$ cat src/rtl/core/intel_hex_record_encoder_assert.svh
// Assertion macros for the Intel HEX record encoder.
`ifndef INTEL_HEX_RECORD_ENCODER_ASSERT_SVH
`define INTEL_HEX_RECORD_ENCODER_ASSERT_SVH

// Property that must hold at every clock edge outside reset.
`define IHEX_ASSERT(name, prop, msg) \
  name: assert property (@(posedge clk_i) disable iff (!rst_ni) (prop)) else $error(msg);

// Condition that must never be true outside reset.
`define IHEX_ASSERT_NEVER(name, cond, msg) \
  name: assert property (@(posedge clk_i) disable iff (!rst_ni) !(cond)) else $error(msg);

`endif

$ cat src/rtl/core/ihex_enc_pkg.sv
// Package: constants, phase type and character helpers of the Intel HEX encoder.
`default_nettype none

package ihex_enc_pkg;

  // Record sizing
  localparam int unsigned RECORD_BYTES = 16;
  localparam int unsigned BUF_DEPTH    = 16;
  localparam int unsigned BUF_AW       = 4;
  localparam int unsigned FILL_W       = 5;
  localparam int unsigned RECORD_LIMIT = (RECORD_BYTES < 1) ? 1 :
                                         ((RECORD_BYTES > BUF_DEPTH) ? BUF_DEPTH : RECORD_BYTES);
  localparam logic [FILL_W-1:0] LIMIT_FILL = FILL_W'(RECORD_LIMIT);

  // Address and register port
  localparam int unsigned ADDR_W  = 16;
  localparam int unsigned PADDR_W = 3;
  localparam int unsigned PDATA_W = 32;
  localparam logic REG_START_ADDRESS = 1'b0;  // word index of start_address

  // Last step index within the sequencer phases
  localparam int unsigned STEP_W = 4;
  localparam logic [STEP_W-1:0] HEAD_LAST = 4'd8;
  localparam logic [STEP_W-1:0] SUM_LAST  = 4'd2;
  localparam logic [STEP_W-1:0] END_LAST  = 4'd11;

  // Characters
  localparam logic [6:0] CHAR_COLON = 7'h3A;
  localparam logic [6:0] CHAR_NL    = 7'h0A;
  localparam logic [6:0] CHAR_ZERO  = 7'h30;
  localparam logic [6:0] CHAR_ONE   = 7'h31;
  localparam logic [6:0] CHAR_F     = 7'h46;

  typedef enum logic [2:0] {
    PH_IDLE,
    PH_HEAD,
    PH_DATA,
    PH_SUM,
    PH_END
  } phase_e;

  // Nibble to uppercase hex digit
  function automatic logic [6:0] hex_char(input logic [3:0] nib);
    logic [6:0] wide;
    wide = {3'b000, nib};
    return (nib < 4'd10) ? 7'(CHAR_ZERO + wide) : 7'(7'h37 + wide);
  endfunction

  // Characters of the end-of-file record ":00000001FF" and its newline
  function automatic logic [6:0] end_char(input logic [STEP_W-1:0] idx);
    logic [6:0] c;
    unique case (idx)
      4'd0:        c = CHAR_COLON;
      4'd8:        c = CHAR_ONE;
      4'd9, 4'd10: c = CHAR_F;
      4'd11:       c = CHAR_NL;
      default:     c = CHAR_ZERO;
    endcase
    return c;
  endfunction

endpackage

`default_nettype wire

$ cat src/rtl/core/ihex_enc_if.sv
// Interfaces: image byte channel and hex character channel.
`default_nettype none

interface ihex_byte_if;
  logic       valid;
  logic       ready;
  logic       carries_byte;
  logic [7:0] data_byte;
  logic       final_req;

  modport source (output valid, carries_byte, data_byte, final_req, input ready);
  modport sink   (input valid, carries_byte, data_byte, final_req, output ready);
endinterface

interface ihex_char_if;
  logic       valid;
  logic       ready;
  logic [6:0] text_char;
  logic       last_of_run;

  modport source (output valid, text_char, last_of_run, input ready);
  modport sink   (input valid, text_char, last_of_run, output ready);
endinterface

`default_nettype wire

$ cat src/rtl/core/intel_hex_record_encoder.sv
// Intel HEX record encoder: byte buffer memory, record sequencer and APB register.
//
// Image bytes arrive one per transfer and are written into a 16-entry buffer memory;
// a transfer that only buffers a byte is taken at once while the encoder is idle. When
// the buffer reaches the record size, or a transfer carries final_req, a data record is
// sent as one ASCII character per transfer: 12 + 2*n characters for a record of n bytes,
// followed at the end of the image by the 12 characters of the end record. The single
// character output register passes one character per cycle while the receiver is ready,
// so a full 16-byte record is 44 characters. No new byte is taken while a record is being
// sent; the next byte is taken as soon as the last character sits in the output register.
// start_address lies at byte address 0 of the APB port and must be written while idle.
`default_nettype none
`include "intel_hex_record_encoder_assert.svh"

module intel_hex_record_encoder (
  input  logic                                clk_i,
  input  logic                                rst_ni,
  ihex_byte_if.sink                           byte_in_i,
  ihex_char_if.source                         hex_out_o,
  input  logic                                psel,
  input  logic                                penable,
  input  logic                                pwrite,
  input  logic [ihex_enc_pkg::PADDR_W-1:0]    paddr,
  input  logic [ihex_enc_pkg::PDATA_W-1:0]    pwdata,
  output logic [ihex_enc_pkg::PDATA_W-1:0]    prdata,
  output logic                                pready
);

  // ---------------------------------------------------------------------------
  // Declarations
  // ---------------------------------------------------------------------------
  logic [ihex_enc_pkg::ADDR_W-1:0]  start_addr_q;
  logic                             cfg_we;

  logic [7:0] mem [ihex_enc_pkg::BUF_DEPTH];
  logic [7:0] rd_data_q;
  logic       mem_we;
  logic [ihex_enc_pkg::BUF_AW-1:0] wr_addr;
  logic [ihex_enc_pkg::BUF_AW-1:0] rd_addr;

  logic [ihex_enc_pkg::FILL_W-1:0] fill_q, fill_d, fill_inc, fill_new;
  logic [7:0]                      sum_q, sum_d, sum_new;
  logic [ihex_enc_pkg::ADDR_W-1:0] offset_q, offset_d;

  logic                            in_accept;
  logic                            rec_now;
  logic [ihex_enc_pkg::ADDR_W-1:0] rec_addr;
  logic [7:0]                      hdr_sum;

  ihex_enc_pkg::phase_e            phase_q, phase_d;
  logic [ihex_enc_pkg::STEP_W-1:0] step_q, step_d;
  logic [ihex_enc_pkg::FILL_W-1:0] rd_idx_q, rd_idx_d;
  logic                            nib_q, nib_d;
  logic                            end_q, end_d;
  logic [ihex_enc_pkg::FILL_W-1:0] len_q;
  logic [ihex_enc_pkg::ADDR_W-1:0] addr_q;
  logic [7:0]                      chk_q;

  logic       out_valid_q;
  logic [6:0] out_char_q;
  logic       out_last_q;
  logic       out_load;
  logic [6:0] out_char_d;
  logic       out_last_d;

  // ---------------------------------------------------------------------------
  // Configuration register
  // ---------------------------------------------------------------------------
  assign pready = 1'b1;
  assign cfg_we = psel && penable && pwrite && pready &&
                  (paddr[2] == ihex_enc_pkg::REG_START_ADDRESS);

  always_comb begin
    prdata = '0;
    if (paddr[2] == ihex_enc_pkg::REG_START_ADDRESS) begin
      prdata = ihex_enc_pkg::PDATA_W'(start_addr_q);
    end
  end

  always_ff @(posedge clk_i or negedge rst_ni) begin
    if (!rst_ni) begin
      start_addr_q <= '0;
    end else if (cfg_we) begin
      start_addr_q <= pwdata[ihex_enc_pkg::ADDR_W-1:0];
    end
  end

  // ---------------------------------------------------------------------------
  // Input transfer: buffer bookkeeping and record decision
  // ---------------------------------------------------------------------------
  assign byte_in_i.ready = (phase_q == ihex_enc_pkg::PH_IDLE);
  assign in_accept       = byte_in_i.valid && byte_in_i.ready;

  assign fill_inc = fill_q + 1'b1;
  assign fill_new = byte_in_i.carries_byte ? fill_inc : fill_q;
  assign sum_new  = byte_in_i.carries_byte ? 8'(sum_q + byte_in_i.data_byte) : sum_q;
  assign rec_now  = (byte_in_i.carries_byte && (fill_inc >= ihex_enc_pkg::LIMIT_FILL)) ||
                    (byte_in_i.final_req && (fill_new != '0));
  assign rec_addr = 16'(start_addr_q + offset_q);
  // sum of length, address bytes and data; the checksum is its negation
  assign hdr_sum  = 8'({3'b000, fill_new} + rec_addr[15:8] + rec_addr[7:0] + sum_new);

  always_comb begin
    fill_d   = fill_q;
    sum_d    = sum_q;
    offset_d = offset_q;
    if (in_accept) begin
      fill_d = rec_now ? '0 : fill_new;
      sum_d  = rec_now ? '0 : sum_new;
      if (byte_in_i.final_req) begin
        offset_d = '0;
      end else if (rec_now) begin
        offset_d = 16'(offset_q + {11'd0, fill_new});
      end
    end
  end

  always_ff @(posedge clk_i or negedge rst_ni) begin
    if (!rst_ni) begin
      fill_q   <= '0;
      sum_q    <= '0;
      offset_q <= '0;
    end else begin
      fill_q   <= fill_d;
      sum_q    <= sum_d;
      offset_q <= offset_d;
    end
  end

  // record header fields, latched when the record is started
  always_ff @(posedge clk_i) begin
    if (in_accept && rec_now) begin
      len_q  <= fill_new;
      addr_q <= rec_addr;
      chk_q  <= 8'(8'd0 - hdr_sum);
    end
  end

  // ---------------------------------------------------------------------------
  // Record buffer memory: one write port, one registered read port.
  // The read address follows the sequencer's next index; a write to the same
  // entry in the same cycle is forwarded.
  // ---------------------------------------------------------------------------
  assign mem_we  = in_accept && byte_in_i.carries_byte;
  assign wr_addr = fill_q[ihex_enc_pkg::BUF_AW-1:0];
  assign rd_addr = rd_idx_d[ihex_enc_pkg::BUF_AW-1:0];

  always_ff @(posedge clk_i) begin
    if (mem_we) begin
      mem[wr_addr] <= byte_in_i.data_byte;
    end
    if (mem_we && (wr_addr == rd_addr)) begin
      rd_data_q <= byte_in_i.data_byte;
    end else begin
      rd_data_q <= mem[rd_addr];
    end
  end

  // ---------------------------------------------------------------------------
  // Sequencer: next state
  // ---------------------------------------------------------------------------
  assign out_load = (phase_q != ihex_enc_pkg::PH_IDLE) && (!out_valid_q || hex_out_o.ready);

  always_comb begin
    phase_d  = phase_q;
    step_d   = step_q;
    rd_idx_d = rd_idx_q;
    nib_d    = nib_q;
    end_d    = end_q;
    unique case (phase_q)
      ihex_enc_pkg::PH_IDLE: begin
        if (in_accept) begin
          step_d   = '0;
          rd_idx_d = '0;
          nib_d    = 1'b0;
          end_d    = byte_in_i.final_req;
          if (rec_now) begin
            phase_d = ihex_enc_pkg::PH_HEAD;
          end else if (byte_in_i.final_req) begin
            phase_d = ihex_enc_pkg::PH_END;
          end
        end
      end
      ihex_enc_pkg::PH_HEAD: begin
        if (out_load) begin
          if (step_q == ihex_enc_pkg::HEAD_LAST) begin
            step_d  = '0;
            phase_d = ihex_enc_pkg::PH_DATA;
          end else begin
            step_d = step_q + 1'b1;
          end
        end
      end
      ihex_enc_pkg::PH_DATA: begin
        if (out_load) begin
          if (!nib_q) begin
            nib_d = 1'b1;
          end else begin
            nib_d    = 1'b0;
            rd_idx_d = rd_idx_q + 1'b1;
            if ((rd_idx_q + 1'b1) == len_q) begin
              phase_d = ihex_enc_pkg::PH_SUM;
            end
          end
        end
      end
      ihex_enc_pkg::PH_SUM: begin
        if (out_load) begin
          if (step_q == ihex_enc_pkg::SUM_LAST) begin
            step_d  = '0;
            phase_d = end_q ? ihex_enc_pkg::PH_END : ihex_enc_pkg::PH_IDLE;
          end else begin
            step_d = step_q + 1'b1;
          end
        end
      end
      ihex_enc_pkg::PH_END: begin
        if (out_load) begin
          if (step_q == ihex_enc_pkg::END_LAST) begin
            step_d  = '0;
            end_d   = 1'b0;
            phase_d = ihex_enc_pkg::PH_IDLE;
          end else begin
            step_d = step_q + 1'b1;
          end
        end
      end
      default: phase_d = ihex_enc_pkg::PH_IDLE;
    endcase
  end

  always_ff @(posedge clk_i or negedge rst_ni) begin
    if (!rst_ni) begin
      phase_q  <= ihex_enc_pkg::PH_IDLE;
      step_q   <= '0;
      rd_idx_q <= '0;
      nib_q    <= 1'b0;
      end_q    <= 1'b0;
    end else begin
      phase_q  <= phase_d;
      step_q   <= step_d;
      rd_idx_q <= rd_idx_d;
      nib_q    <= nib_d;
      end_q    <= end_d;
    end
  end

  // ---------------------------------------------------------------------------
  // Sequencer: character of the current step
  // ---------------------------------------------------------------------------
  always_comb begin
    out_char_d = ihex_enc_pkg::CHAR_NL;
    out_last_d = 1'b0;
    unique case (phase_q)
      ihex_enc_pkg::PH_HEAD: begin
        unique case (step_q)
          4'd0:    out_char_d = ihex_enc_pkg::CHAR_COLON;
          4'd1:    out_char_d = ihex_enc_pkg::hex_char({3'b000, len_q[4]});
          4'd2:    out_char_d = ihex_enc_pkg::hex_char(len_q[3:0]);
          4'd3:    out_char_d = ihex_enc_pkg::hex_char(addr_q[15:12]);
          4'd4:    out_char_d = ihex_enc_pkg::hex_char(addr_q[11:8]);
          4'd5:    out_char_d = ihex_enc_pkg::hex_char(addr_q[7:4]);
          4'd6:    out_char_d = ihex_enc_pkg::hex_char(addr_q[3:0]);
          default: out_char_d = ihex_enc_pkg::CHAR_ZERO;  // record type 00
        endcase
      end
      ihex_enc_pkg::PH_DATA: begin
        out_char_d = ihex_enc_pkg::hex_char(nib_q ? rd_data_q[3:0] : rd_data_q[7:4]);
      end
      ihex_enc_pkg::PH_SUM: begin
        unique case (step_q)
          4'd0:    out_char_d = ihex_enc_pkg::hex_char(chk_q[7:4]);
          4'd1:    out_char_d = ihex_enc_pkg::hex_char(chk_q[3:0]);
          default: out_char_d = ihex_enc_pkg::CHAR_NL;
        endcase
        out_last_d = (step_q == ihex_enc_pkg::SUM_LAST) && !end_q;
      end
      ihex_enc_pkg::PH_END: begin
        out_char_d = ihex_enc_pkg::end_char(step_q);
        out_last_d = (step_q == ihex_enc_pkg::END_LAST);
      end
      default: begin
        out_char_d = ihex_enc_pkg::CHAR_NL;
        out_last_d = 1'b0;
      end
    endcase
  end

  // ---------------------------------------------------------------------------
  // Output register
  // ---------------------------------------------------------------------------
  always_ff @(posedge clk_i or negedge rst_ni) begin
    if (!rst_ni) begin
      out_valid_q <= 1'b0;
    end else if (out_load) begin
      out_valid_q <= 1'b1;
    end else if (hex_out_o.ready) begin
      out_valid_q <= 1'b0;
    end
  end

  always_ff @(posedge clk_i) begin
    if (out_load) begin
      out_char_q <= out_char_d;
      out_last_q <= out_last_d;
    end
  end

  assign hex_out_o.valid       = out_valid_q;
  assign hex_out_o.text_char   = out_char_q;
  assign hex_out_o.last_of_run = out_last_q;

  // ---------------------------------------------------------------------------
  // Assertions
  // ---------------------------------------------------------------------------
  `IHEX_ASSERT(a_fill_below_limit, fill_q < ihex_enc_pkg::LIMIT_FILL, "buffer fill reached record size")
  `IHEX_ASSERT(a_data_index, (phase_q == ihex_enc_pkg::PH_DATA) |-> (rd_idx_q < len_q), "data index past record length")
  `IHEX_ASSERT(a_last_ends_run, (out_load && out_last_d) |=> (phase_q == ihex_enc_pkg::PH_IDLE), "sequencer busy after last character")
  `IHEX_ASSERT(a_final_clears_offset, (in_accept && byte_in_i.final_req) |=> (offset_q == '0), "offset not cleared at end of image")
  `IHEX_ASSERT_NEVER(a_end_without_final, (phase_q == ihex_enc_pkg::PH_END) && !end_q, "end record without end of image")

endmodule

`default_nettype wire
$ cat src/flat_wrapper.sv
// flat-port wrapper written by rule: the top's interface ports become plain ports
module intel_hex_record_encoder_flat 
  (clk_i, rst_ni, psel, penable, pwrite, paddr, pwdata, prdata, pready, byte_in_i_valid, byte_in_i_carries_byte, byte_in_i_data_byte, byte_in_i_final_req, byte_in_i_ready, hex_out_o_valid, hex_out_o_text_char, hex_out_o_last_of_run, hex_out_o_ready);
  ihex_byte_if byte_in_i_i ();
  ihex_char_if hex_out_o_i ();
  input  logic clk_i;
  input  logic rst_ni;
  input  logic psel;
  input  logic penable;
  input  logic pwrite;
  input  logic [ihex_enc_pkg::PADDR_W-1:0] paddr;
  input  logic [ihex_enc_pkg::PDATA_W-1:0] pwdata;
  output logic [ihex_enc_pkg::PDATA_W-1:0] prdata;
  output logic pready;
  input wire logic [$bits(byte_in_i_i.valid)-1:0] byte_in_i_valid;
  input wire logic [$bits(byte_in_i_i.carries_byte)-1:0] byte_in_i_carries_byte;
  input wire logic [$bits(byte_in_i_i.data_byte)-1:0] byte_in_i_data_byte;
  input wire logic [$bits(byte_in_i_i.final_req)-1:0] byte_in_i_final_req;
  output wire logic [$bits(byte_in_i_i.ready)-1:0] byte_in_i_ready;
  output wire logic [$bits(hex_out_o_i.valid)-1:0] hex_out_o_valid;
  output wire logic [$bits(hex_out_o_i.text_char)-1:0] hex_out_o_text_char;
  output wire logic [$bits(hex_out_o_i.last_of_run)-1:0] hex_out_o_last_of_run;
  input wire logic [$bits(hex_out_o_i.ready)-1:0] hex_out_o_ready;
  assign byte_in_i_i.valid = byte_in_i_valid;
  assign byte_in_i_i.carries_byte = byte_in_i_carries_byte;
  assign byte_in_i_i.data_byte = byte_in_i_data_byte;
  assign byte_in_i_i.final_req = byte_in_i_final_req;
  assign byte_in_i_ready = byte_in_i_i.ready;
  assign hex_out_o_valid = hex_out_o_i.valid;
  assign hex_out_o_text_char = hex_out_o_i.text_char;
  assign hex_out_o_last_of_run = hex_out_o_i.last_of_run;
  assign hex_out_o_i.ready = hex_out_o_ready;
  intel_hex_record_encoder u_core (.clk_i(clk_i), .rst_ni(rst_ni), .byte_in_i(byte_in_i_i), .hex_out_o(hex_out_o_i), .psel(psel), .penable(penable), .pwrite(pwrite), .paddr(paddr), .pwdata(pwdata), .prdata(prdata), .pready(pready));
endmodule
$ cat config.mk
export PLATFORM = sky130hd
export DESIGN_NAME = intel_hex_record_encoder_flat
export DESIGN_NICKNAME = d
export VERILOG_FILES = /design/src/rtl/core/ihex_enc_pkg.sv /design/src/rtl/core/ihex_enc_if.sv /design/src/rtl/core/intel_hex_record_encoder.sv /design/src/flat_wrapper.sv
export VERILOG_INCLUDE_DIRS = /design/src /design/src/rtl/core
export SDC_FILE = /design/constraint.sdc
export NUM_CORES = 1
export LEC_CHECK = 0
export BUFFER_PORTS_ARGS = -buffer_cell sky130_fd_sc_hd__buf_2
export CAP_MARGIN = 40
export CORE_UTILIZATION = 30
export CTS_CLUSTER_SIZE = 30
export DETAILED_ROUTE_END_ITERATION = 6
export SLEW_MARGIN = 20
export SYNTH_ARGS = -nofsm -noshare
export SYNTH_HDL_FRONTEND = slang
export SYNTH_SLANG_ARGS = --single-unit
$ cat constraint.sdc
create_clock -name clk_i -period 12.3 [get_ports clk_i]
set_input_delay 2.46 -clock clk_i [delete_from_list [all_inputs] [get_ports clk_i]]
set_output_delay 2.46 -clock clk_i [all_outputs]
set_load 0.01 [all_outputs]
# Yosys cells after proc, flatten, opt, wreduce, memory -nomap -nowiden
# Memories as Yosys holds them, arrays and structs flattened. A register that Yosys moved wholly into a read port is not among the register bits.
# Cells that the tools add are included.
totals:
  register_bits: 97
  ram_bits: 128
  input_bits: 52
  memories: 1
mem_list:
  columns: ["memory", "depth", "word_bits", "rd", "rd_ports_with_merged_regs", "wr", "line", "text"]
  rows:
  - ["u_core.mem", 16, 8, 1, 1, 1, "intel_hex_record_encoder.sv:35", "logic [7:0] mem [ihex_enc_pkg::BUF_DEPTH];"]
op_classes:
  addsub: 27
  order_cmp: 9
  eq_ne: 26
  n_mux: 59
  n_bitwise: 1
  n_reduce_logical: 30
ops:
  columns: ["op", "n"]
  rows:
  - ["$add A6 B4 Y7 const A", 16]
  - ["$mux W7", 8]
  - ["$pmux W7 S4", 2]
  - ["$pmux W7 S7", 1]
  - ["$mux W16", 3]
  - ["$mux W3", 13]
  - ["$lt A4 B4 Y1 const B", 8]
  - ["$mux W4", 8]
  - ["$mux W5", 5]
  - ["$add A8 B8 Y8", 3]
  - ["$ne A2 B1 Y1 const B", 9]
  - ["$add A16 B16 Y16", 1]
  - ["$add A16 B5 Y16", 1]
  - ["$eq A4 B4 Y1 const B", 4]
  - ["$mux W8", 2]
  - ["$pmux W4 S4", 1]
  - ["$pmux W3 S5", 1]
  - ["$pmux W7 S2", 1]
  - ["$eq A4 B3 Y1 const B", 3]
  - ["$reduce_and A11 Y1", 1]
  - ["$add A5 B1 Y5 const B", 2]
  - ["$logic_and A1 B1 Y1", 10]
  - ["$mux W1", 10]
  - ["$pmux W5 S2", 1]
  - ["28 further kinds", 38]

# Logic depth before layout (Yosys ltp)
# Gate-level depths: netlist (run 1).
logic_depth:
  ltp_word: 8
  mapped_depth: 24
  mapped_depth_nobuf: 24

# Least setup slack after synthesis (run 1)
# No wires, ideal clock.
synth_timing:
  kind: "input port to flip-flop"
  startpoint: "in byte_in_i_data_byte[0]"
  endpoint: "reg u_core.chk_q[7] (data pin)"
  setup_time_ns: 0.269
  arrival_time_ns: 6.367
  path_slack_ns: 5.664
  stages: 18
  n_path_buf: 0
  path_cell_list: "ha_1 > fa_1 > a21o_1 > a21oi_1 > xnor2_1 > mux2i_1 > inv_1 > fa_1 > fa_1 > inv_1 > ha_1 > ha_1 > a21oi_1 > o21bai_1 > a21oi_1 > xnor2_1 > xnor2_1 > xor3_1"
synth_between:
  elab_chain_len: 4
synth_lines:
  columns: ["element", "line", "text"]
  rows:
  - ["start: declaration", "flat_wrapper.sv:17", "input wire logic [$bits(byte_in_i_i.data_byte)-1:0] byte_in_i_data_byte;"]
  - ["$add A8 B8 Y8", "intel_hex_record_encoder.sv:96", "assign sum_new = byte_in_i.carries_byte ? 8'(sum_q + byte_in_i.data_byte) : sum_q;"]
  - ["$mux W8", "intel_hex_record_encoder.sv:96", null]
  - ["$add A8 B8 Y8", "intel_hex_record_encoder.sv:101", "assign hdr_sum = 8'({3'b000, fill_new} + rec_addr[15:8] + rec_addr[7:0] + sum_new);"]
  - ["$sub A1 B8 Y8", "intel_hex_record_encoder.sv:135", "chk_q <= 8'(8'd0 - hdr_sum);"]
  - ["end signal: assignment", "intel_hex_record_encoder.sv:135", null]
  - ["end: declaration", "intel_hex_record_encoder.sv:57", "logic [7:0] chk_q;"]
# Every way passes these cells.
# A chain may end at the register's enable or synchronous reset.

# Final worst setup path (run 1)
# Ends and elaborated chain as after synthesis.

==> results of run 1 <==
state kept, by name (all words and copies together), names as in the netlist, named ones only:
signal	cells
u_core.addr_q	16
u_core.chk_q	8
u_core.end_q	1
u_core.fill_q	5
u_core.hex_out_o.last_of_run	1
u_core.hex_out_o.text_char	7
u_core.hex_out_o.valid	1
u_core.len_q	5
u_core.mem	128
u_core.nib_q	1
u_core.offset_q	16
u_core.phase_q	3
u_core.rd_idx_q	5
u_core.start_addr_q	16
u_core.step_q	4
u_core.sum_q	8
worst register-to-register path, cell delays in order (launching register included):
cell and delay [ns]:
dfrtp_1 0.40, ha_1 0.21, inv_1 0.06, fa_1 0.40, nor2b_1 0.12, o21ai_0 0.12
a21boi_0 0.27, o21ai_0 0.16, a21o_1 0.22, nor2b_1 0.15, xnor2_1 0.16, ha_1 0.29
inv_1 0.05, fa_1 0.52, inv_1 0.05, fa_1 0.50, inv_1 0.05, ha_1 0.23
a21o_1 0.18, a21oi_1 0.21, o21bai_1 0.09, a21oi_1 0.18, xnor2_1 0.15, xnor2_1 0.16
xor3_1 0.34
layout by cell type (no fill, tap or decap), types with 27 or more instances in the layout:
cell | synthesis | routed
ha_1 | 58 | 58
mux2i_1 | 42 | 42
o21ai_0 | 54 | 54
a21oi_1 | 63 | 63
xnor2_1 | 33 | 33
nor2b_1 | 27 | 27
buf_2 | 7 | 59
nand2_1 | 74 | 74
dfrtp_1 | 60 | 60
edfxtp_1 | 165 | 165
nor2_1 | 45 | 45
inv_1 | 68 | 68
Yosys cell counts, drive strengths merged, types with 3 or more instances:
library cell | count | area share [%]
edfxtp | 165 | 40
nand2 | 74 | 2.2
inv | 68 | 2.1
a21oi | 63 | 2.5
dfrtp | 60 | 12
ha | 58 | 5.9
o21ai | 56 | 2.3
nor2 | 46 | 1.4
mux2i | 43 | 3.6
xnor2 | 33 | 2.3
buf | 29 | 1.6
nor2b | 27 | 1.4
and2 | 26 | 1.3
xor2 | 25 | 1.8
nand3 | 20 | 0.81
clkbuf | 19 | 0.58
mux2 | 19 | 1.7
nor3 | 19 | 0.81
a22oi | 16 | 0.97
mux4 | 16 | 2.9
a21o | 15 | 0.91
fa | 15 | 2.4
nand4 | 13 | 0.66
o31ai | 13 | 0.79
a211oi | 11 | 0.67
o22ai | 9 | 0.45
a31oi | 8 | 0.40
and3 | 8 | 0.40
o21bai | 7 | 0.42
nand2b | 6 | 0.30
or3 | 6 | 0.30
dfxtp | 4 | 0.65
nor4 | 4 | 0.20
o211ai | 4 | 0.24
a32o | 3 | 0.24
a32oi | 3 | 0.21
o221ai | 3 | 0.21
or2 | 3 | 0.15
or4 | 3 | 0.18
per-stage QoR:
step | cells | hold WS [ns] | util, % | worst slack (ns) | instance area, um^2
after CTS | 1654 | 0.5126 | 34.22 | 5.576 | 13940
after global routing | 1654 | 0.5494 | 34.22 | 5.274 | 13940
after floorplan | 1062 | 0.4655 | - | 5.664 | 12440
after detailed placement | 1612 | 0.4968 | 32.46 | 5.019 | 13220
final | 1655 | 0.5111 | 34.22 | 5.586 | 13940
after global placement | 1609 | 0.4860 | 32.32 | 5.111 | 13170
path summary, 6_finish.rpt:
kind | cells after the start | from | slack, ns | endpoint
max in group asynchronous | 3 | rst_ni | 9.89 | u_core.offset_q[15]
min in group asynchronous | 2 | rst_ni | 1.87 | u_core.offset_q[12]
setup reg to reg | 24 | u_core.start_addr_q[0] | 6.78 | u_core.chk_q[7]
setup / recovery | 19 | byte_in_i_data_byte[0] | 5.59 | u_core.chk_q[7]
hold / removal | 2 | u_core.rd_idx_q[4] | 0.51 | u_core.rd_idx_q[4]
hold reg to reg | 2 | u_core.rd_idx_q[4] | 0.51 | u_core.rd_idx_q[4]
cell families (layout without fill, tap and decap cells):
family / after synthesis / in the layout / share of synthesized area (%)
and+or+nand+nor: 261 / 261 / 10.57
AOI/OAI and AO/OA: 229 / 229 / 11.60
DFF: 229 / 229 / 52.76
buffers and inverters: 116 / 176 / 4.222
muxes: 78 / 78 / 8.211
adders and majority gates: 73 / 73 / 8.282
xor gates and xnor gates: 59 / 59 / 4.292
other: 2 / 18 / 0.06062
power groups by stage:
stage	clock network, uW	logic (uW)	registers (uW)
after floorplan	0	1080	1070
after global placement	0	1350	1110
after detailed placement	0	1380	1110
after CTS	685	1390	1090
after global routing	712	1590	1110
final	667	1380	1090
cell type report:
cell class	count	area [um^2]
Antenna cell	1	2.502
Sequential cell	229	6538
Clock inverter	16	110.1
Timing Repair Buffer	66	379.1
Fill cell	4035	26800
Inverter	68	255.2
Multi-Input combinational cell	717	5385
Clock buffer	26	606.8
Tap cell	532	665.6
per-layer routing:
layer	vias up	part of all wire [%]	routed length, um	track usage (%)
li1	3939	-	-	-
met3	26	4.1	1127	1.885
met4	0	1.7	458	3.704
met2	194	47	12960	22.25
met5	-	0	0	0
met1	3992	47	13110	18.27
==> results.py, run 1 <==
metrics = {
    "run_status": {
        "status": "complete, no violations",
    },
    "cells_and_area": {
        "fin_nets": 1230,
        "drive_gt1_share_pct": 13.64,
        "area_growth_syn_to_layout_pct": 12.54,
    },
    "synthesis": {
        "synth_cell_types": 65,
        "async_reset_ff_share_pct": 26.20,
        "synth_area_um2": 12390,
        "syn_inst": 1047,
        "synth-edff-count": 165,
        "yosysWarnings": 0,
        "avgSynthCellArea_um2": 11.83,
        "yosysSeqAreaShare_pct": 52.76,
        "ys_ff_latch": 229,
        "synth_flop_cell": "edfxtp_1",
    },
    "detailed_routing": {
        "num_vias": 8151,
        "drt-initial-drc-count": 648,
        "wl_um": 27650,
        "dr.pass1.iters": 5,
        "drtAntennaViolNets": 0,
        "routed_via_density": 4.925,
        "wl_per_cell_um": 16.71,
        "drc": 0,
    },
    "pwr": {
        "p_per_area_nw_per_um2": 225.6,
        "p_sw_uw": 1167,
        "p_clk_share_pct": 21.2,
        "p_total_uw": 3145,
        "seqPwrFrac_pct": 34.8,
        "pwr-share-comb_pct": 44.0,
        "switching_share_pct": 37.11,
        "internal_power_uw": 1978,
        "ir_drop_v": 0.0001693,
        "p_leak_uw": 0.005320,
    },
    "timing": {
        "fin_skew_ns": 0.02445,
        "final-hold-violation-count": 0,
        "final.setup.tns_ns": 0,
        "finalCritPeriodShare_pct": 54.59,
        "max_freq_mhz": 148.9,
        "rsz0062_at_grt": "no",
        "worst_pin_slew_ns": 0.8633,
        "setup_viol": 0,
        "slew_viol_final": 0,
        "fin_crit_ns": 6.714,
        "maxSlewHeadroom_pct": 42.45,
    },
    "grt": {
        "grt_pass1_wl_um": 44250,
        "grt_max_degree": 51,
        "first_global_vias": 8092,
        "grtUsageTotal_pct": 13.42,
        "grt_overflow": 0,
        "antenna_found_initial": 2,
    },
    "setup_path": {
        "start_kind": "input pin",
        "cpMaxStageDelayCell": "fa_1",
        "cp_max_fo": 17,
        "criticalPathCategory": "in2reg",
        "cpPeakStageDelay_ns": 0.51,
        "required_ns": 12.58,
        "cp.arrival_ns": 7.00,
        "critical_path_buf_inv_count": 3,
        "critPathTopFamily": "adder cells",
        "critPathCaptureType": "flip-flop",
        "cp_cell_sequence": "buf_2 -> ha_1 -> fa_1 -> a21o_1 -> a21oi_1 -> xnor2_1 -> mux2i_1 -> inv_1 -> fa_1 -> fa_1 -> inv_1 -> ha_1 -> ha_1 -> a21oi_1 -> o21bai_1 -> a21oi_1 -> xnor2_1 -> xnor2_1 -> xor3_1",
    },
    "floorplan": {
        "io_pins": 95,
        "core_um2": 40740,
        "die-area_um2": 42110,
        "die_w_um": 205.2,
        "num_rows": 74,
        "initial_utilization_pct": 30.41,
        "die_h_um": 205.2,
    },
    "clocking": {
        "cts_tree": "yes",
        "cts_setup_buffers": 0,
        "cts_made_buffers": 23,
        "cts_sinks": 229,
        "clk_path_buf_depth": 3,
        "htree_levels": 1,
        "insertion_delay_ns": 0.55,
        "holdBufCountCts": 0,
        "clk_pin_slew_ns": 0.06,
        "root_buffer": "clkbuf_16",
        "cts_resized": 0,
    },
    "flow_run": {
        "drv_cap": 0,
    },
    "placed_design": {
        "routabilityCongestion": 0.8957,
        "io_buffers": 59,
        "dp_hpwl_um": 20140,
    },
    "worst_hold_path": {
        "holdCritPathClass": "reg2reg",
    },
}
No activity file was read; power rests on OpenSTA's default activity.
==> run 2: changes to the inputs <==
clock period = 6.2 ns   (was 12.3 ns; I/O delays follow)
==> results.py, run 2 (synthesis results as in run 1) <==
metrics = {
    "pwr": {
        "p_leak_uw": 0.005341,
        "p_per_area_nw_per_um2": 452.5,
        "ir_drop_v": 0.0003431,
    },
    "setup_path": {
        "cpPeakStageDelay_ns": 0.52,
        "cp_max_fo": 3,
        "critical_path_buf_inv_count": 2,
        "required_ns": 6.48,
        "critPathTopFamily": "adder cells",
        "critPathCaptureType": "flip-flop",
        "start_kind": "flip-flop",
        "cp.arrival_ns": 5.73,
        "criticalPathCategory": "reg2reg",
        "cp_cell_sequence": "ha_1 -> inv_1 -> fa_1 -> nor2b_1 -> o21ai_0 -> a21boi_0 -> o21ai_0 -> a21o_1 -> a21oi_1 -> xor2_1 -> fa_1 -> fa_1 -> inv_1 -> ha_1 -> ha_1 -> a21oi_1 -> o21bai_1 -> a21oi_1 -> xnor2_1 -> xnor2_1 -> xor3_1",
        "cpMaxStageDelayCell": "fa_1",
    },
    "floorplan": {
        "die_w_um": 205.2,
        "io_pins": 95,
        "die_h_um": 205.2,
        "die-area_um2": 42110,
        "initial_utilization_pct": 30.41,
        "core_um2": 40740,
        "num_rows": 74,
    },
    "detailed_routing": {
        "drc": 0,
        "drtAntennaViolNets": 0,
        "drt-initial-drc-count": 745,
        "num_vias": 8143,
        "wl_um": 27530,
        "dr.pass1.iters": 5,
        "wl_per_cell_um": 16.64,
        "routed_via_density": 4.920,
    },
    "cells_and_area": {
        "antenna-diode-count": 0,
        "top_register": "u_core.mem",
        "nFillCells": 3991,
        "area_growth_syn_to_layout_pct": 12.78,
        "drive_gt1_share_pct": 13.00,
        "final_cells": 1655,
        "fin_nets": 1232,
        "final_common_cell": "edfxtp_1",
        "largest_register_ffs": 128,
        "final_cell_mix": "edfxtp_1, nand2_1, inv_1, a21oi_1, dfrtp_1",
    },
    "clocking": {
        "clk_pin_slew_ns": 0.07,
        "cts_setup_buffers": 0,
        "htree_levels": 1,
        "cts_resized": 0,
        "clk_path_buf_depth": 3,
        "insertion_delay_ns": 0.54,
        "root_buffer": "clkbuf_16",
        "cts_tree": "yes",
        "cts_made_buffers": 23,
        "cts_sinks": 229,
        "holdBufCountCts": 0,
    },
    "timing": {
        "max_freq_mhz": 183.3,
        "fin_crit_ns": 5.456,
        "final-hold-violation-count": 0,
        "slew_viol_final": 0,
        "finalCritPeriodShare_pct": 88.01,
        "setup_viol": 0,
        "rsz0062_at_grt": "no",
        "maxSlewHeadroom_pct": 54.85,
        "worst_pin_slew_ns": 0.6743,
        "final.setup.tns_ns": 0,
        "fin_skew_ns": 0.01461,
    },
    "placed_design": {
        "dp_hpwl_um": 20500,
        "io_buffers": 59,
        "routabilityCongestion": 0.8759,
        "dp_cells": 1614,
    },
    "grt": {
        "first_global_vias": 8056,
        "grt_overflow": 0,
        "grt_max_degree": 37,
        "grtUsageTotal_pct": 13.32,
        "antenna_found_initial": 1,
        "grt_pass1_wl_um": 43790,
    },
    "flow_run": {
        "drv_cap": 0,
    },
    "worst_hold_path": {
        "holdCritPathClass": "reg2reg",
    },
    "run_status": {
        "status": "complete, no violations",
    },
}
## run 2: worst paths after layout
path	slack, ns	startpoint	cells after the start	to
min	0.52	u_core.rd_idx_q[4]	2	u_core.rd_idx_q[4]
max	0.74	u_core.start_addr_q[0]	21	u_core.chk_q[7]
min reg2reg	0.52	u_core.rd_idx_q[4]	2	u_core.rd_idx_q[4]
max reg2reg	0.74	u_core.start_addr_q[0]	21	u_core.chk_q[7]
max in group asynchronous	4.96	rst_ni	3	u_core.offset_q[1]
min in group asynchronous	0.70	rst_ni	2	u_core.start_addr_q[12]
## run 2: per-layer routing
layer	GRT usage [%]	wire, um	share of wire [%]	up-vias
met5	0	0	0	-
met4	4.815	722	2.6	0
met3	1.615	1126	4.1	42
met2	21.42	12700	46	184
met1	18.41	12990	47	3974
li1	-	-	-	3943
## run 2: final cells by class
type	instances	area, um^2	share of cell area [%]
well taps	532	665.6	4.764
inverters	68	255.2	1.827
repair buffers	68	379.1	2.714
clock inverters	13	152.6	1.093
flip-flops and latches	229	6539	46.80
multi-input cells	717	5385	38.55
clock buffers	28	594.3	4.254
## run 2: per-stage QoR
| step | util [%] | worst slack (ns) | area [um^2] | power, uW | hold slack (ns) |
|---|---|---|---|---|---|
| floorplan | - | 0.7836 | 12440 | 4274 | 0.4655 |
| global placement | 32.38 | 0.3245 | 13190 | 4888 | 0.4880 |
| detailed placement | 32.46 | 0.2708 | 13220 | 4961 | 0.5072 |
| CTS | 34.29 | 0.7086 | 13970 | 6391 | 0.5198 |
| global route | 34.29 | 0.3551 | 13970 | 6810 | 0.5434 |
| finish | 34.29 | 0.7436 | 13970 | 6322 | 0.5218 |
## run 2: power by group
part / internal (uW) / total (uW) / switching (uW)
combinational: 1230 / 2730 / 1500
clock: 812 / 1410 / 595
sequential: 1970 / 2190 / 211
## run 2: worst reg2reg max path, cell delays in order (launching register included)
cell and delay (ns):
dfrtp_1 0.40, ha_1 0.22, inv_1 0.07, fa_1 0.39, nor2b_1 0.12, o21ai_0 0.10
a21boi_0 0.23, o21ai_0 0.13, a21o_1 0.20, a21oi_1 0.16, xor2_1 0.33, fa_1 0.51
fa_1 0.52, inv_1 0.04, ha_1 0.29, ha_1 0.34, a21oi_1 0.22, o21bai_1 0.10
a21oi_1 0.18, xnor2_1 0.15, xnor2_1 0.16, xor3_1 0.34
==> run 3: changes to the inputs <==
==> constraint.sdc (replaced) <==
create_clock -name clk_i -period 6.2 [get_ports clk_i]
set_input_delay 0.62 -clock clk_i [delete_from_list [all_inputs] [get_ports clk_i]]
set_output_delay 0.62 -clock clk_i [all_outputs]
set_load 0.01 [all_outputs]
==> results.py, run 3 (synthesis results as in run 1) <==
metrics = {
    "setup_path": {
        "critPathCaptureType": "flip-flop",
        "cpMaxStageDelayCell": "fa_1",
        "criticalPathCategory": "reg2reg",
        "cp_max_fo": 3,
        "cp.arrival_ns": 5.71,
        "cpPeakStageDelay_ns": 0.52,
        "start_kind": "flip-flop",
        "r2r_cells": 24,
        "cp_cell_sequence": "ha_1 -> inv_1 -> fa_1 -> nor2b_1 -> o21ai_0 -> a21boi_0 -> o21ai_0 -> a21o_1 -> nor2b_1 -> xnor2_1 -> ha_1 -> inv_1 -> fa_1 -> inv_1 -> fa_1 -> inv_1 -> ha_1 -> a21o_1 -> a21oi_1 -> o21bai_1 -> a21oi_1 -> xnor2_1 -> xnor2_1 -> xor3_1",
        "cpMostUsedCell": "inv_1",
        "required_ns": 6.48,
    },
    "timing": {
        "rsz0062_at_grt": "no",
        "fin_skew_ns": 0.01181,
        "finalCritPeriodShare_pct": 87.67,
        "setup_viol": 0,
        "fin_crit_ns": 5.436,
        "final.setup.tns_ns": 0,
        "final-hold-violation-count": 0,
        "maxSlewHeadroom_pct": 45.85,
        "max_freq_mhz": 184.0,
        "worst_pin_slew_ns": 0.8122,
        "slew_viol_final": 0,
    },
    "detailed_routing": {
        "wl_per_cell_um": 16.93,
        "dr.pass1.iters": 5,
        "drt-initial-drc-count": 582,
        "drtAntennaViolNets": 0,
        "routed_via_density": 4.932,
        "drc": 0,
        "wl_um": 28050,
        "num_vias": 8173,
    },
    "run_status": {
        "status": "complete, no violations",
    },
    "clocking": {
        "cts_resized": 0,
        "cts_tree": "yes",
        "clk_pin_slew_ns": 0.06,
        "holdBufCountCts": 0,
        "clk_path_buf_depth": 3,
        "root_buffer": "clkbuf_16",
        "cts_made_buffers": 24,
        "htree_levels": 1,
        "cts_setup_buffers": 0,
        "cts_sinks": 229,
        "insertion_delay_ns": 0.54,
    },
    "cells_and_area": {
        "top_register": "u_core.mem",
        "post-route-cell-area_um2": 14060,
        "nFillCells": 4017,
        "multi_input_area_um2": 5385,
        "fin_util_pct": 34.51,
        "area_growth_syn_to_layout_pct": 13.48,
        "largest_register_ffs": 128,
        "final_cell_mix": "edfxtp_1, nand2_1, inv_1, a21oi_1, dfrtp_1",
        "seqCellArea_um2": 6538,
        "drive_gt1_share_pct": 13.17,
        "fin_nets": 1231,
        "final_common_cell": "edfxtp_1",
    },
    "grt": {
        "first_global_vias": 8127,
        "grtUsageTotal_pct": 13.55,
        "grt_overflow": 0,
        "antenna_found_initial": 2,
        "grt_pass1_wl_um": 44660,
        "grt_max_degree": 44,
    },
    "floorplan": {
        "die-area_um2": 42110,
        "core_um2": 40740,
        "initial_utilization_pct": 30.41,
        "die_w_um": 205.2,
        "die_h_um": 205.2,
        "num_rows": 74,
        "io_pins": 95,
    },
    "pwr": {
        "switching_share_pct": 36.40,
        "p_total_uw": 6465,
        "p_per_area_nw_per_um2": 459.9,
        "p_sw_uw": 2353,
        "p_leak_uw": 0.005370,
        "pwr-share-comb_pct": 43.0,
        "seqPwrFrac_pct": 33.6,
        "ir_drop_v": 0.0003665,
        "p_clk_share_pct": 23.4,
        "internal_power_uw": 4111,
    },
    "flow_run": {
        "drv_cap": 0,
    },
    "placed_design": {
        "dpl_cell_area_um2": 13220,
        "routabilityCongestion": 0.8965,
        "io_buffers": 59,
        "dp_hpwl_um": 20580,
    },
    "worst_hold_path": {
        "holdCritPathClass": "in2async",
    },
}
[run 3: layer usage]
metal	share of wire, %	track usage (%)	up-vias	routed length (um)
met5	0	0	-	0
met4	2.1	4.180	0	589
met3	4.3	1.901	38	1207
met2	47	21.98	181	13170
met1	47	18.69	4011	13080
li1	-	-	3943	-
[run 3: final timing paths]
path | start | end | slack (ns)
setup / recovery | u_core.start_addr_q[0] | u_core.chk_q[7] | 0.76
hold / removal | rst_ni | u_core.start_addr_q[12] | 0.06
setup reg to reg | u_core.start_addr_q[0] | u_core.chk_q[7] | 0.76
hold reg to reg | u_core.rd_idx_q[4] | u_core.rd_idx_q[4] | 0.51
max in group asynchronous | rst_ni | u_core.start_addr_q[15] | 5.62
min in group clk_i | pwdata[9] | u_core.start_addr_q[9] | 0.31
[run 3: cell type report]
type | count | share of cell area (%)
well taps | 532 | 4.735
flip-flops and latches | 229 | 46.50
repair buffers | 66 | 2.697
diodes | 1 | 0.01780
clock buffers | 28 | 4.450
multi-input cells | 717 | 38.31
inverters | 68 | 1.816
clock inverters | 16 | 1.477
[run 3: per-stage QoR]
step,setup WS (ns),std cells,hold slack [ns]
2_1_floorplan,1.195,1062,0.3244
3_3_place_gp,0.8268,1609,0.4857
3_5_place_dp,0.7679,1612,0.4949
4_1_cts,0.7325,1656,0.04120
5_1_grt,0.2998,1656,0.06222
6_report,0.7642,1657,0.05716
[run 3: worst max-delay path, delay by kind of cell, from the launching register on]
family,cells,cell delay [ns]
compound gates,8,1.38
xor+xnor,4,0.80
fa+ha+maj,6,2.11
buf+inv,4,0.20
flops,1,0.39
simple gates,2,0.27
[run 3: power by group through the flow]
stage	clock network [uW]	registers, uW	logic (uW)
4_1_cts	1540	2180	2800
6_report	1510	2170	2780
2_1_floorplan	0	2120	2150
3_5_place_dp	0	2210	2780
3_3_place_gp	0	2210	2670
5_1_grt	1600	2210	3180
